`config.mk`:
```
export PLATFORM = sky130hd
export DESIGN_NAME = sparse6_edge_stream_decoder_unit
export DESIGN_NICKNAME = d
export VERILOG_FILES = /design/src/rtl/core/s6dec_pkg.sv /design/src/rtl/core/s6dec_front.sv /design/src/rtl/core/s6dec_queue.sv /design/src/rtl/core/s6dec_back.sv /design/src/rtl/core/sparse6_edge_stream_decoder_unit.sv
export SDC_FILE = /design/constraint.sdc
export NUM_CORES = 1
export LEC_CHECK = 0
export BUFFER_PORTS_ARGS = -buffer_cell sky130_fd_sc_hd__buf_2
export CAP_MARGIN = 40
export CORE_MARGIN = 2
export CORE_UTILIZATION = 37
export CTS_BUF_LIST = sky130_fd_sc_hd__clkbuf_4
export CTS_CLUSTER_DIAMETER = 50
export CTS_CLUSTER_SIZE = 24
export DETAILED_ROUTE_END_ITERATION = 16
export HOLD_SLACK_MARGIN = 0.08
export SLEW_MARGIN = 20
export SYNTH_ARGS = -nofsm -noshare
export SYNTH_HDL_FRONTEND = slang
export SYNTH_SLANG_ARGS = --single-unit
```
`constraint.sdc`:
```
create_clock -name aclk -period 15.5 [get_ports aclk]
set_clock_uncertainty 0.15 [all_clocks]
set_input_delay 3.1 -clock aclk [delete_from_list [all_inputs] [get_ports aclk]]
set_output_delay 3.1 -clock aclk [all_outputs]
set_load 0.01 [all_outputs]
```
`src/rtl/core/s6dec_pkg.sv`:
```
// Shared types and constants for the sparse6 edge stream decoder.
// No dependencies; imported by the front, queue, back and top level.
`default_nettype none

package s6dec_pkg;

    localparam int BYTE_W  = 8;
    localparam int IDX_W   = 36;                 // width of vertex and order fields
    localparam int K_W     = $clog2(IDX_W + 1);  // index bit count, 0..IDX_W
    localparam int SEXT_W  = 6;                  // bits carried by one text byte
    localparam int TDATA_W = ((2 * IDX_W + 2 + 7) / 8) * 8;

    localparam logic [BYTE_W-1:0] COLON_CHAR = 8'h3A;
    localparam logic [BYTE_W-1:0] SEXT_LO    = 8'd63;
    localparam logic [BYTE_W-1:0] SEXT_HI    = 8'd126;
    localparam logic [BYTE_W-1:0] LONG_MARK  = 8'd126;

    localparam logic [2:0] LEN4_REST = 3'd2;     // sextets after the first of the 4-byte form
    localparam logic [2:0] LEN8_REST = 3'd6;     // sextets of the 8-byte form

    localparam int Q_DEPTH = 4;
    localparam int Q_AW    = $clog2(Q_DEPTH);

    typedef enum logic [1:0] {
        KIND_ORDER  = 2'd0,
        KIND_EDGE   = 2'd1,
        KIND_STATUS = 2'd2
    } kind_t;

    typedef enum logic [1:0] {
        ST_OK         = 2'd0,
        ST_BAD_HEADER = 2'd1,
        ST_SHORT      = 2'd2,
        ST_BAD_BYTE   = 2'd3
    } status_t;

    typedef enum logic [1:0] {
        OP_NONE  = 2'd0,
        OP_ORDER = 2'd1,
        OP_DATA  = 2'd2
    } op_t;

    // One classified byte, handed from the front to the back
    typedef struct packed {
        op_t              op;
        logic             eot;
        status_t          status;
        logic [IDX_W-1:0] value;   // order for OP_ORDER, sextet in the low bits for OP_DATA
        logic [K_W-1:0]   k;
    } cmd_t;

    typedef struct packed {
        kind_t            kind;
        logic [IDX_W-1:0] lo;
        logic [IDX_W-1:0] hi;
        status_t          status;
    } res_t;

endpackage

`default_nettype wire

```
`src/rtl/core/s6dec_front.sv`:
```
// Front end: accepts text bytes, parses header and order field, classifies bytes.
// Depends on s6dec_pkg; feeds s6dec_queue.
`default_nettype none

module s6dec_front import s6dec_pkg::*; #(
    parameter int ORDER_BITS = 36
) (
    input  wire logic              aclk,
    input  wire logic              aresetn,
    input  wire logic              s_tvalid,
    output logic                   s_tready,
    input  wire logic [BYTE_W-1:0] s_tdata,
    input  wire logic              s_tlast,
    input  wire logic              q_full,
    output logic                   q_push,
    output cmd_t                   q_cmd
);

    typedef enum logic [5:0] {
        PH_COLON      = 6'b000001,
        PH_ORD_FIRST  = 6'b000010,
        PH_ORD_SECOND = 6'b000100,
        PH_ORD_REST   = 6'b001000,
        PH_DATA       = 6'b010000,
        PH_DRAIN      = 6'b100000
    } phase_t;

    phase_t            phase_reg, phase_next;
    logic [IDX_W-1:0]  acc_reg, acc_next;
    logic [2:0]        left_reg, left_next;
    status_t           err_reg, err_next;

    logic              accept;
    logic              byte_ok;
    logic [SEXT_W-1:0] sext;
    logic              fail;
    status_t           fail_code;
    logic              fin;
    logic [IDX_W-1:0]  fin_val;
    logic [IDX_W-1:0]  top_val;
    logic [K_W-1:0]    k_val;
    op_t               op;
    status_t           code;

    assign s_tready = !q_full;
    assign accept   = s_tvalid && s_tready;
    assign byte_ok  = s_tdata inside {[SEXT_LO:SEXT_HI]};
    assign sext     = SEXT_W'(s_tdata - SEXT_LO);

    always_comb begin
        phase_next = phase_reg;
        acc_next   = acc_reg;
        left_next  = left_reg;
        err_next   = err_reg;
        fail       = 1'b0;
        fail_code  = ST_BAD_BYTE;
        fin        = 1'b0;
        fin_val    = acc_reg;
        op         = OP_NONE;
        code       = ST_OK;
        if (accept) begin
            case (phase_reg)
                PH_COLON: begin
                    if (s_tdata == COLON_CHAR) begin
                        phase_next = PH_ORD_FIRST;
                    end else begin
                        fail      = 1'b1;
                        fail_code = ST_BAD_HEADER;
                    end
                end
                PH_ORD_FIRST: begin
                    if (!byte_ok) begin
                        fail = 1'b1;
                    end else if (s_tdata == LONG_MARK) begin
                        phase_next = PH_ORD_SECOND;
                    end else begin
                        fin     = 1'b1;
                        fin_val = IDX_W'(sext);
                    end
                end
                PH_ORD_SECOND: begin
                    if (s_tdata == LONG_MARK) begin
                        acc_next   = '0;
                        left_next  = LEN8_REST;
                        phase_next = PH_ORD_REST;
                    end else if (!byte_ok) begin
                        fail = 1'b1;
                    end else begin
                        acc_next   = IDX_W'(sext);
                        left_next  = LEN4_REST;
                        phase_next = PH_ORD_REST;
                    end
                end
                PH_ORD_REST: begin
                    if (!byte_ok) begin
                        fail = 1'b1;
                    end else begin
                        acc_next  = {acc_reg[IDX_W-SEXT_W-1:0], sext};
                        left_next = left_reg - 3'd1;
                        if (left_reg == 3'd1) begin
                            fin     = 1'b1;
                            fin_val = acc_next;
                        end
                    end
                end
                PH_DATA: begin
                    if (!byte_ok) begin
                        fail = 1'b1;
                    end else begin
                        op = OP_DATA;
                    end
                end
                default: begin
                    // draining: ignore everything up to the end of the text
                end
            endcase

            // an order too wide for the index datapath counts as a bad byte
            if (fin) begin
                if ((fin_val >> ORDER_BITS) != '0) begin
                    fail = 1'b1;
                end else begin
                    op         = OP_ORDER;
                    phase_next = PH_DATA;
                end
            end

            if (fail) begin
                if (err_reg == ST_OK) begin
                    err_next = fail_code;
                end
                phase_next = PH_DRAIN;
            end

            code = err_next;
            if (code == ST_OK && (phase_next == PH_COLON || phase_next == PH_ORD_FIRST ||
                                  phase_next == PH_ORD_SECOND || phase_next == PH_ORD_REST)) begin
                code = ST_SHORT;
            end

            if (s_tlast) begin
                phase_next = PH_COLON;
                acc_next   = '0;
                left_next  = '0;
                err_next   = ST_OK;
            end
        end
    end

    // k = bit length of order-1
    always_comb begin
        top_val = (fin_val == '0) ? '0 : fin_val - IDX_W'(1);
        k_val   = '0;
        for (int i = 0; i < IDX_W; i++) begin
            if (top_val[i]) begin
                k_val = K_W'(i + 1);
            end
        end
    end

    always_comb begin
        q_cmd.op     = op;
        q_cmd.eot    = s_tlast;
        q_cmd.status = code;
        q_cmd.value  = fin ? fin_val : IDX_W'(sext);
        q_cmd.k      = k_val;
    end

    assign q_push = accept && (op != OP_NONE || s_tlast);

    always_ff @(posedge aclk) begin
        if (!aresetn) begin
            phase_reg <= PH_COLON;
            acc_reg   <= '0;
            left_reg  <= '0;
            err_reg   <= ST_OK;
        end else begin
            phase_reg <= phase_next;
            acc_reg   <= acc_next;
            left_reg  <= left_next;
            err_reg   <= err_next;
        end
    end

    ap_err_hold: assert property (@(posedge aclk) disable iff (!aresetn)
        (err_reg != ST_OK && !(accept && s_tlast)) |=> (err_reg == $past(err_reg)))
        else $error("latched error changed before end of text");

    ap_err_drain: assert property (@(posedge aclk) disable iff (!aresetn)
        (err_reg != ST_OK) |-> (phase_reg == PH_DRAIN))
        else $error("error latched but parser not draining");

endmodule

`default_nettype wire

```
`src/rtl/core/s6dec_queue.sv`:
```
// Short command queue between the front and back ends.
// Depends on s6dec_pkg for cmd_t and the queue depth.
`default_nettype none

module s6dec_queue import s6dec_pkg::*; (
    input  wire logic aclk,
    input  wire logic aresetn,
    input  wire logic push,
    input  wire cmd_t push_cmd,
    output logic      full,
    input  wire logic pop,
    output logic      head_valid,
    output cmd_t      head_cmd
);

    cmd_t            entry_reg [Q_DEPTH];
    logic [Q_AW-1:0] wr_ptr_reg;
    logic [Q_AW-1:0] rd_ptr_reg;
    logic [Q_AW:0]   count_reg;

    assign full       = count_reg == (Q_AW + 1)'(Q_DEPTH);
    assign head_valid = count_reg != '0;
    assign head_cmd   = entry_reg[rd_ptr_reg];

    always_ff @(posedge aclk) begin
        if (push) begin
            entry_reg[wr_ptr_reg] <= push_cmd;
        end
    end

    always_ff @(posedge aclk) begin
        if (!aresetn) begin
            wr_ptr_reg <= '0;
            rd_ptr_reg <= '0;
            count_reg  <= '0;
        end else begin
            if (push) begin
                wr_ptr_reg <= wr_ptr_reg + Q_AW'(1);
            end
            if (pop) begin
                rd_ptr_reg <= rd_ptr_reg + Q_AW'(1);
            end
            case ({push, pop})
                2'b10:   count_reg <= count_reg + (Q_AW + 1)'(1);
                2'b01:   count_reg <= count_reg - (Q_AW + 1)'(1);
                default: count_reg <= count_reg;
            endcase
        end
    end

endmodule

`default_nettype wire

```
`src/rtl/core/s6dec_back.sv`:
```
// Back end: walks the data bits one per cycle while the output is not stalled,
// tracks the vertex, builds results. Uses s6dec_pkg; reads s6dec_queue commands.
`default_nettype none

module s6dec_back import s6dec_pkg::*; #(
    parameter int ORDER_BITS = 36
) (
    input  wire logic aclk,
    input  wire logic aresetn,
    input  wire logic q_valid,
    input  wire cmd_t q_head,
    output logic      q_pop,
    output logic      m_valid,
    input  wire logic m_ready,
    output res_t      m_res,
    output logic      m_last
);

    localparam int OW = ORDER_BITS;
    localparam int GW = ORDER_BITS + 1;
    localparam int KW = $clog2(ORDER_BITS + 1);
    localparam logic [2:0] BIT_TOP = 3'(SEXT_W - 1);

    typedef enum logic [1:0] {
        BK_MAIN   = 2'b01,
        BK_STATUS = 2'b10
    } bk_t;

    bk_t             bk_reg, bk_next;
    logic [2:0]      bit_idx_reg, bit_idx_next;
    logic            stopped_reg, stopped_next;
    logic [OW-1:0]   order_reg, order_next;
    logic [KW-1:0]   k_reg, k_next;
    logic [OW-1:0]   v_reg, v_next;
    logic [GW-1:0]   shift_reg, shift_next;
    logic [KW-1:0]   fill_reg, fill_next;

    logic            p_valid_reg, p_valid_next;
    logic            p_final_reg, p_final_next;
    res_t            p_res_reg, p_res_next;
    logic            m_valid_reg, m_valid_next;
    logic            m_last_reg, m_last_next;
    res_t            m_res_reg, m_res_next;

    logic            can_out;
    logic            step;
    logic            in_status;
    logic [SEXT_W-1:0] sext;
    logic            bit_in;
    logic [GW-1:0]   shift_new;
    logic            grp_full;
    logic            b_bit;
    logic [OW-1:0]   x_val;
    logic [OW-1:0]   v_inc;
    logic            stop_now;
    logic            new_valid;
    res_t            new_res;
    logic            byte_end;
    logic            main_done;
    logic            push_out;

    assign can_out   = !m_valid_reg || m_ready;
    assign step      = q_valid && (can_out || !p_valid_reg);
    assign in_status = (bk_reg == BK_STATUS) || (q_head.op == OP_NONE);

    // group datapath for the current bit
    assign sext      = q_head.value[SEXT_W-1:0];
    assign bit_in    = sext[bit_idx_reg];
    assign shift_new = {shift_reg[GW-2:0], bit_in};
    assign grp_full  = fill_reg == k_reg;
    assign b_bit     = shift_new[k_reg];
    assign v_inc     = v_reg + OW'(b_bit);
    assign stop_now  = (x_val >= order_reg) || (v_inc >= order_reg);

    always_comb begin
        for (int i = 0; i < OW; i++) begin
            x_val[i] = shift_new[i] && (KW'(i) < k_reg);
        end
    end

    always_comb begin
        bk_next      = bk_reg;
        bit_idx_next = bit_idx_reg;
        stopped_next = stopped_reg;
        order_next   = order_reg;
        k_next       = k_reg;
        v_next       = v_reg;
        shift_next   = shift_reg;
        fill_next    = fill_reg;
        new_valid    = 1'b0;
        new_res      = '{kind: KIND_EDGE, lo: '0, hi: '0, status: ST_OK};
        byte_end     = 1'b0;
        main_done    = 1'b0;
        q_pop        = 1'b0;
        if (step) begin
            if (in_status) begin
                new_valid      = 1'b1;
                new_res.kind   = KIND_STATUS;
                new_res.status = q_head.status;
                byte_end       = 1'b1;
                q_pop          = 1'b1;
                bk_next        = BK_MAIN;
            end else begin
                case (q_head.op)
                    OP_ORDER: begin
                        new_valid    = 1'b1;
                        new_res.kind = KIND_ORDER;
                        new_res.hi   = IDX_W'(q_head.value[OW-1:0]);
                        order_next   = q_head.value[OW-1:0];
                        k_next       = q_head.k[KW-1:0];
                        v_next       = '0;
                        shift_next   = '0;
                        fill_next    = '0;
                        stopped_next = 1'b0;
                        main_done    = 1'b1;
                    end
                    OP_DATA: begin
                        if (!stopped_reg) begin
                            if (grp_full) begin
                                shift_next = '0;
                                fill_next  = '0;
                                v_next     = v_inc;
                                if (stop_now) begin
                                    stopped_next = 1'b1;
                                end else if (x_val > v_inc) begin
                                    v_next = x_val;
                                end else begin
                                    new_valid    = 1'b1;
                                    new_res.kind = KIND_EDGE;
                                    new_res.lo   = IDX_W'(x_val);
                                    new_res.hi   = IDX_W'(v_inc);
                                end
                            end else begin
                                shift_next = shift_new;
                                fill_next  = fill_reg + KW'(1);
                            end
                        end
                        if (bit_idx_reg == '0) begin
                            main_done    = 1'b1;
                            bit_idx_next = BIT_TOP;
                        end else begin
                            bit_idx_next = bit_idx_reg - 3'd1;
                        end
                    end
                    default: begin
                        main_done = 1'b1;
                    end
                endcase
                if (main_done) begin
                    if (q_head.eot) begin
                        bk_next = BK_STATUS;
                    end else begin
                        q_pop    = 1'b1;
                        byte_end = 1'b1;
                    end
                end
            end
        end
    end

    // hold one result back until we know whether it closes its byte
    always_comb begin
        push_out     = (new_valid && p_valid_reg) ||
                       (!new_valid && p_valid_reg && p_final_reg && can_out);
        p_valid_next = p_valid_reg;
        p_final_next = p_final_reg;
        p_res_next   = p_res_reg;
        if (new_valid) begin
            p_valid_next = 1'b1;
            p_final_next = byte_end;
            p_res_next   = new_res;
        end else if (push_out) begin
            p_valid_next = 1'b0;
        end else if (byte_end && p_valid_reg) begin
            p_final_next = 1'b1;
        end

        m_valid_next = m_valid_reg;
        m_last_next  = m_last_reg;
        m_res_next   = m_res_reg;
        if (push_out) begin
            m_valid_next = 1'b1;
            m_last_next  = p_final_reg;
            m_res_next   = p_res_reg;
        end else if (m_ready) begin
            m_valid_next = 1'b0;
        end
    end

    assign m_valid = m_valid_reg;
    assign m_last  = m_last_reg;
    assign m_res   = m_res_reg;

    always_ff @(posedge aclk) begin
        if (!aresetn) begin
            bk_reg      <= BK_MAIN;
            bit_idx_reg <= BIT_TOP;
            stopped_reg <= 1'b0;
            fill_reg    <= '0;
            p_valid_reg <= 1'b0;
            p_final_reg <= 1'b0;
            m_valid_reg <= 1'b0;
        end else begin
            bk_reg      <= bk_next;
            bit_idx_reg <= bit_idx_next;
            stopped_reg <= stopped_next;
            fill_reg    <= fill_next;
            p_valid_reg <= p_valid_next;
            p_final_reg <= p_final_next;
            m_valid_reg <= m_valid_next;
        end
    end

    always_ff @(posedge aclk) begin
        order_reg  <= order_next;
        k_reg      <= k_next;
        v_reg      <= v_next;
        shift_reg  <= shift_next;
        p_res_reg  <= p_res_next;
        m_res_reg  <= m_res_next;
        m_last_reg <= m_last_next;
    end

    ap_none_eot: assert property (@(posedge aclk) disable iff (!aresetn)
        (q_valid && q_head.op == OP_NONE) |-> q_head.eot)
        else $error("queued byte with no work and no end of text");

    ap_vertex_range: assert property (@(posedge aclk) disable iff (!aresetn)
        (q_valid && q_head.op == OP_DATA && !stopped_reg && order_reg != '0)
        |-> (v_reg < order_reg))
        else $error("current vertex reached the order while decoding");

    ap_status_last: assert property (@(posedge aclk) disable iff (!aresetn)
        (m_valid_reg && m_res_reg.kind == KIND_STATUS) |-> m_last_reg)
        else $error("status result not marked as last of its byte");

endmodule

`default_nettype wire

```
`src/rtl/core/sparse6_edge_stream_decoder_unit.sv`:
```
// Sparse6 edge stream decoder: top level, ties front, queue and back together.
// Depends on s6dec_pkg, s6dec_front, s6dec_queue and s6dec_back.
//
// Usage
//   Slave channel: one text byte per beat on s_tdata, starting with the colon;
//   s_tlast marks the final byte of the graph. Master channel: one result per
//   beat, m_tuser gives the kind (order, edge, status), m_tlast marks the last
//   result caused by one input byte.
//   Path: a result reaches the master side through the queue entry, the back
//   end's pending register and the output register; each command already queued
//   ahead adds its own back end time. The last result of a byte waits until
//   the byte's bits are all walked.
//   Throughput: the back end walks one data bit per cycle while its output is
//   not stalled; an order-completing byte takes a step of its own, and end of
//   text a step for its status. Header and intermediate order bytes cost no back
//   end time. The front keeps taking bytes while the four-entry queue has room.
//   Reset: aresetn low for one edge returns the parser to expecting a colon and
//   empties the queue and output stage.
//   Stall: with m_tready low the back end holds once one result waits behind
//   the output register, the queue fills, and s_tready falls; nothing is lost.
`default_nettype none

module sparse6_edge_stream_decoder_unit import s6dec_pkg::*; #(
    parameter int ORDER_BITS = 36
) (
    input  wire logic               aclk,
    input  wire logic               aresetn,
    // slave side
    input  wire logic               s_tvalid,
    output logic                    s_tready,
    input  wire logic [BYTE_W-1:0]  s_tdata,   // [7:0] byte_in
    input  wire logic               s_tlast,
    // master side
    output logic                    m_tvalid,
    input  wire logic               m_tready,
    output logic [TDATA_W-1:0]      m_tdata,   // [35:0] low_index, [71:36] high_index,
                                               // [73:72] status, [79:74] zero
    output logic [1:0]              m_tuser,   // [1:0] kind
    output logic                    m_tlast
);

    logic q_full;
    logic q_push;
    cmd_t q_cmd;
    logic q_pop;
    logic q_valid;
    cmd_t q_head;
    res_t res;

    // classify bytes and track the header and order field
    s6dec_front #(
        .ORDER_BITS (ORDER_BITS)
    ) u_front (
        .aclk     (aclk),
        .aresetn  (aresetn),
        .s_tvalid (s_tvalid),
        .s_tready (s_tready),
        .s_tdata  (s_tdata),
        .s_tlast  (s_tlast),
        .q_full   (q_full),
        .q_push   (q_push),
        .q_cmd    (q_cmd)
    );

    // decouple byte intake from the bit walker
    s6dec_queue u_queue (
        .aclk       (aclk),
        .aresetn    (aresetn),
        .push       (q_push),
        .push_cmd   (q_cmd),
        .full       (q_full),
        .pop        (q_pop),
        .head_valid (q_valid),
        .head_cmd   (q_head)
    );

    // walk groups, emit order, edges and status
    s6dec_back #(
        .ORDER_BITS (ORDER_BITS)
    ) u_back (
        .aclk    (aclk),
        .aresetn (aresetn),
        .q_valid (q_valid),
        .q_head  (q_head),
        .q_pop   (q_pop),
        .m_valid (m_tvalid),
        .m_ready (m_tready),
        .m_res   (res),
        .m_last  (m_tlast)
    );

    // pack the result beat, low field first
    assign m_tdata = {{(TDATA_W - 2 * IDX_W - 2){1'b0}}, res.status, res.hi, res.lo};
    assign m_tuser = res.kind;

endmodule

`default_nettype wire
```
==> flow_summary_export.csv <==
group,metric,value,unit
floorplan,ios,98,
floorplan,core,71700,sq um
detailed_routing,dr.pass1.iters,5,
placed_design,portBuffers,91,
power,ir_worst_vdd,0.0000542,V
critical_path,worstPathRequired,15.87,ns
sta,period_needed,9.41,ns
global_route,grt_usage,18.1,%
clock_tree,cts_hold_buf,0,
clock_tree,cts_tree,"done",
detailed_routing,drc,0,
floorplan,fp.dieH,274,um
hold_path,min-delay-start,"u_back.p_res_reg[34]",
detailed_routing,wl_per_cell,20.4,um
detailed_routing,drt_iter0_markers,1682,
detailed_routing,antenna_left,0,
synth,synth_top_area_share,50.8,%
run_status,status,"complete, no violations",
synth,synthCells,2272,
clock_tree,htree_levels,2,
clock_tree,post-cts-setup-buffer-count,0,
synth,syn_area_per_cell,11.8,sq um
floorplan,dieArea,74800,sq um
cells_and_area,final_core_util,41.6,%
critical_path,crit_type,"reg2reg",
detailed_routing,wl,68200,um
synth,yosysSeqAreaShare,56.1,%
cells_and_area,areaGrowthSynthToFinish,10.9,%
cells_and_area,layout-drive-gt1-share,14.3,%
global_route,overflow,0,
critical_path,crit_path_start_kind,"flop",
critical_path,endpoint_kind,"flop",
hold_path,whs_path_depth,0,
global_route,grt_pass1_wl,106000,um
sta,hold_viol,0,
critical_path,cpPeakStageDelay,0.66,ns
clock_tree,cts_root_buffer,"clkbuf_4",
clock_tree,clk_path_buf_depth,3,
clock_tree,cts.sinks,526,
sta,grt_setup_unrepaired,"false",
critical_path,r2r_slack,6.09,ns
sta,slew_violations,0,
critical_path,crit_slowest_cell,"buf_4",
critical_path,rr_endpoint,"u_back.p_res_reg[34]",
clock_tree,insertion_delay,0.94,ns
floorplan,fp.dieW,274,um
critical_path,crit_buf_inv,5,
synth,synth-edff-count,455,
run,cap_violations,0,
clock_tree,clkSlewWorstSetupHoldPaths,0.19,ns
synth,synth_warnings,0,
synth,synthDistinctLibCells,92,
cells_and_area,mostFrequentLayoutCells,"455 x edfxtp_1, 174 x nor2_1, 170 x nand2_1, 140 x inv_1, 125 x ha_1",
synth,synthFlopType,"edfxtp_1",
critical_path,critical_path_peak_fanout,60,
global_route,grt_max_degree,72,
placed_design,gp_congestion,0.931,
sta,slew_headroom,40.3,%
synth,synthArstFlopShare,0,%
synth,synthesis.area,26900,sq um
detailed_routing,avgViaCountPerCell,5.56,
placed_design,post-dp-hpwl,49300,um
critical_path,crit_arrival,9.78,ns
hold_path,hold_path.class,"reg2reg",
synth,synth_area_leaders,"edfxtp_1 51%, ha_1 5.9%, dfxtp_1 5.3%",
sta,tns,0,ns
floorplan,start_util,37.5,%
sta,setup_violations,0,
sta,tightest_slew,0.884,ns
clock_tree,cts_buffers,53,
critical_path,reg2reg_depth,31,
synth,yosys.area.top_type,"edfxtp_1",
cells_and_area,largest_reg_flops,188,
hold_path,whs_endpoint,"u_back.m_res[34]",
sta,fmax,106,MHz
global_route,grt_pass1_vias,18300,
cells_and_area,nets,2490,
sta,min_period_over_period,60.7,%
power,p_per_area,127,nW/um^2
clock_tree,cts.repair.resized,0,
critical_path,cp_top_family,"compound AO/OA/AOI/OAI gates",
detailed_routing,vias,18600,
floorplan,rows,98,
synth,ys_ff_latch,526,
global_route,antenna_found_initial,3,
cells_and_area,layout_commonest_cell,"edfxtp_1",
power,power_leakage,11.6,nW
[cells by family after synthesis]
group | synth area share [%]
xor gates and xnor gates | 2.28
other | 0.0140
AOI/OAI and AO/OA | 12.8
and+or+nand+nor | 13.9
adders and majority gates | 5.94
muxes | 5.17
DFF | 56.1
buffers and inverters | 3.77
[layer usage]
metal	up-vias	wire length [um]	share of wire [%]	global-route usage [%]
met3	147	3320	4.9	2.45
met4	2	2560	3.8	6.86
met2	566	31800	47	29.1
met5	-	12	0.018	0
li1	8713	-	-	-
met1	9185	30500	45	24.8
[power by group]
| group | switching [mW] | internal, mW |
|---|---|---|
| Clock | 0.643 | 0.348 |
| Sequential | 0.0818 | 1.76 |
| Combinational | 0.610 | 0.352 |
[synth_stat cells, drive strengths merged (24+ instances only)]
| cell type | instances |
|---|---|
| buf | 24 |
| o211a | 36 |
| nor2 | 175 |
| nand2 | 172 |
| a21boi | 42 |
| ha | 126 |
| nand4 | 47 |
| inv | 141 |
| a21o | 53 |
| nand3 | 71 |
| and2 | 39 |
| dfxtp | 71 |
| a21oi | 82 |
| xnor2 | 40 |
| and3 | 64 |
| mux4 | 59 |
| edfxtp | 455 |
| clkbuf | 94 |
| nor2b | 39 |
| xor2 | 30 |
| nor3 | 44 |
| o21ai | 87 |
| a22oi | 44 |
[layout make-up]
| type | count | area [sq um] |
|---|---|---|
| repair buffers | 136 | 898 |
| fillers | 6768 | 41900 |
| clock buffers | 53 | 398 |
| diodes | 2 | 5.00 |
| well taps | 950 | 1190 |
| flip-flops and latches | 526 | 15100 |
| inverters | 141 | 529 |
| clock inverters | 47 | 821 |
| multi-input cells | 1492 | 10900 |
[worst max path at each step]
stage / startpoint / to / slack, ns / depth (start not counted)
floorplan: flop / u_back.m_last / 2.67 / 30
global placement: flop / u_back.m_res[33] / 5.76 / 31
detailed placement: flop / u_back.m_res[29] / 6.03 / 31
CTS: flop / u_back.m_res[52] / 5.94 / 31
global route: flop / u_back.p_res_reg[36] / 5.52 / 29
finish: flop / u_back.p_res_reg[34] / 6.09 / 31
[metrics by stage]
| stage | worst slack, ns | instance area [sq um] | hold WS [ns] | power (mW) | cells |
|---|---|---|---|---|---|
| 6_report | 6.09 | 29800 | 0.236 | 3.80 | 3347 |
| 2_1_floorplan | 2.67 | 26900 | 0.250 | 2.51 | 2277 |
| 3_3_place_gp | 5.76 | 28400 | 0.254 | 2.79 | 3229 |
| 3_5_place_dp | 6.03 | 28500 | 0.255 | 2.83 | 3241 |
| 4_1_cts | 5.94 | 29700 | 0.219 | 3.83 | 3341 |
| 5_1_grt | 5.52 | 29800 | 0.232 | 4.00 | 3347 |
(Power assumes the default switching activity.)
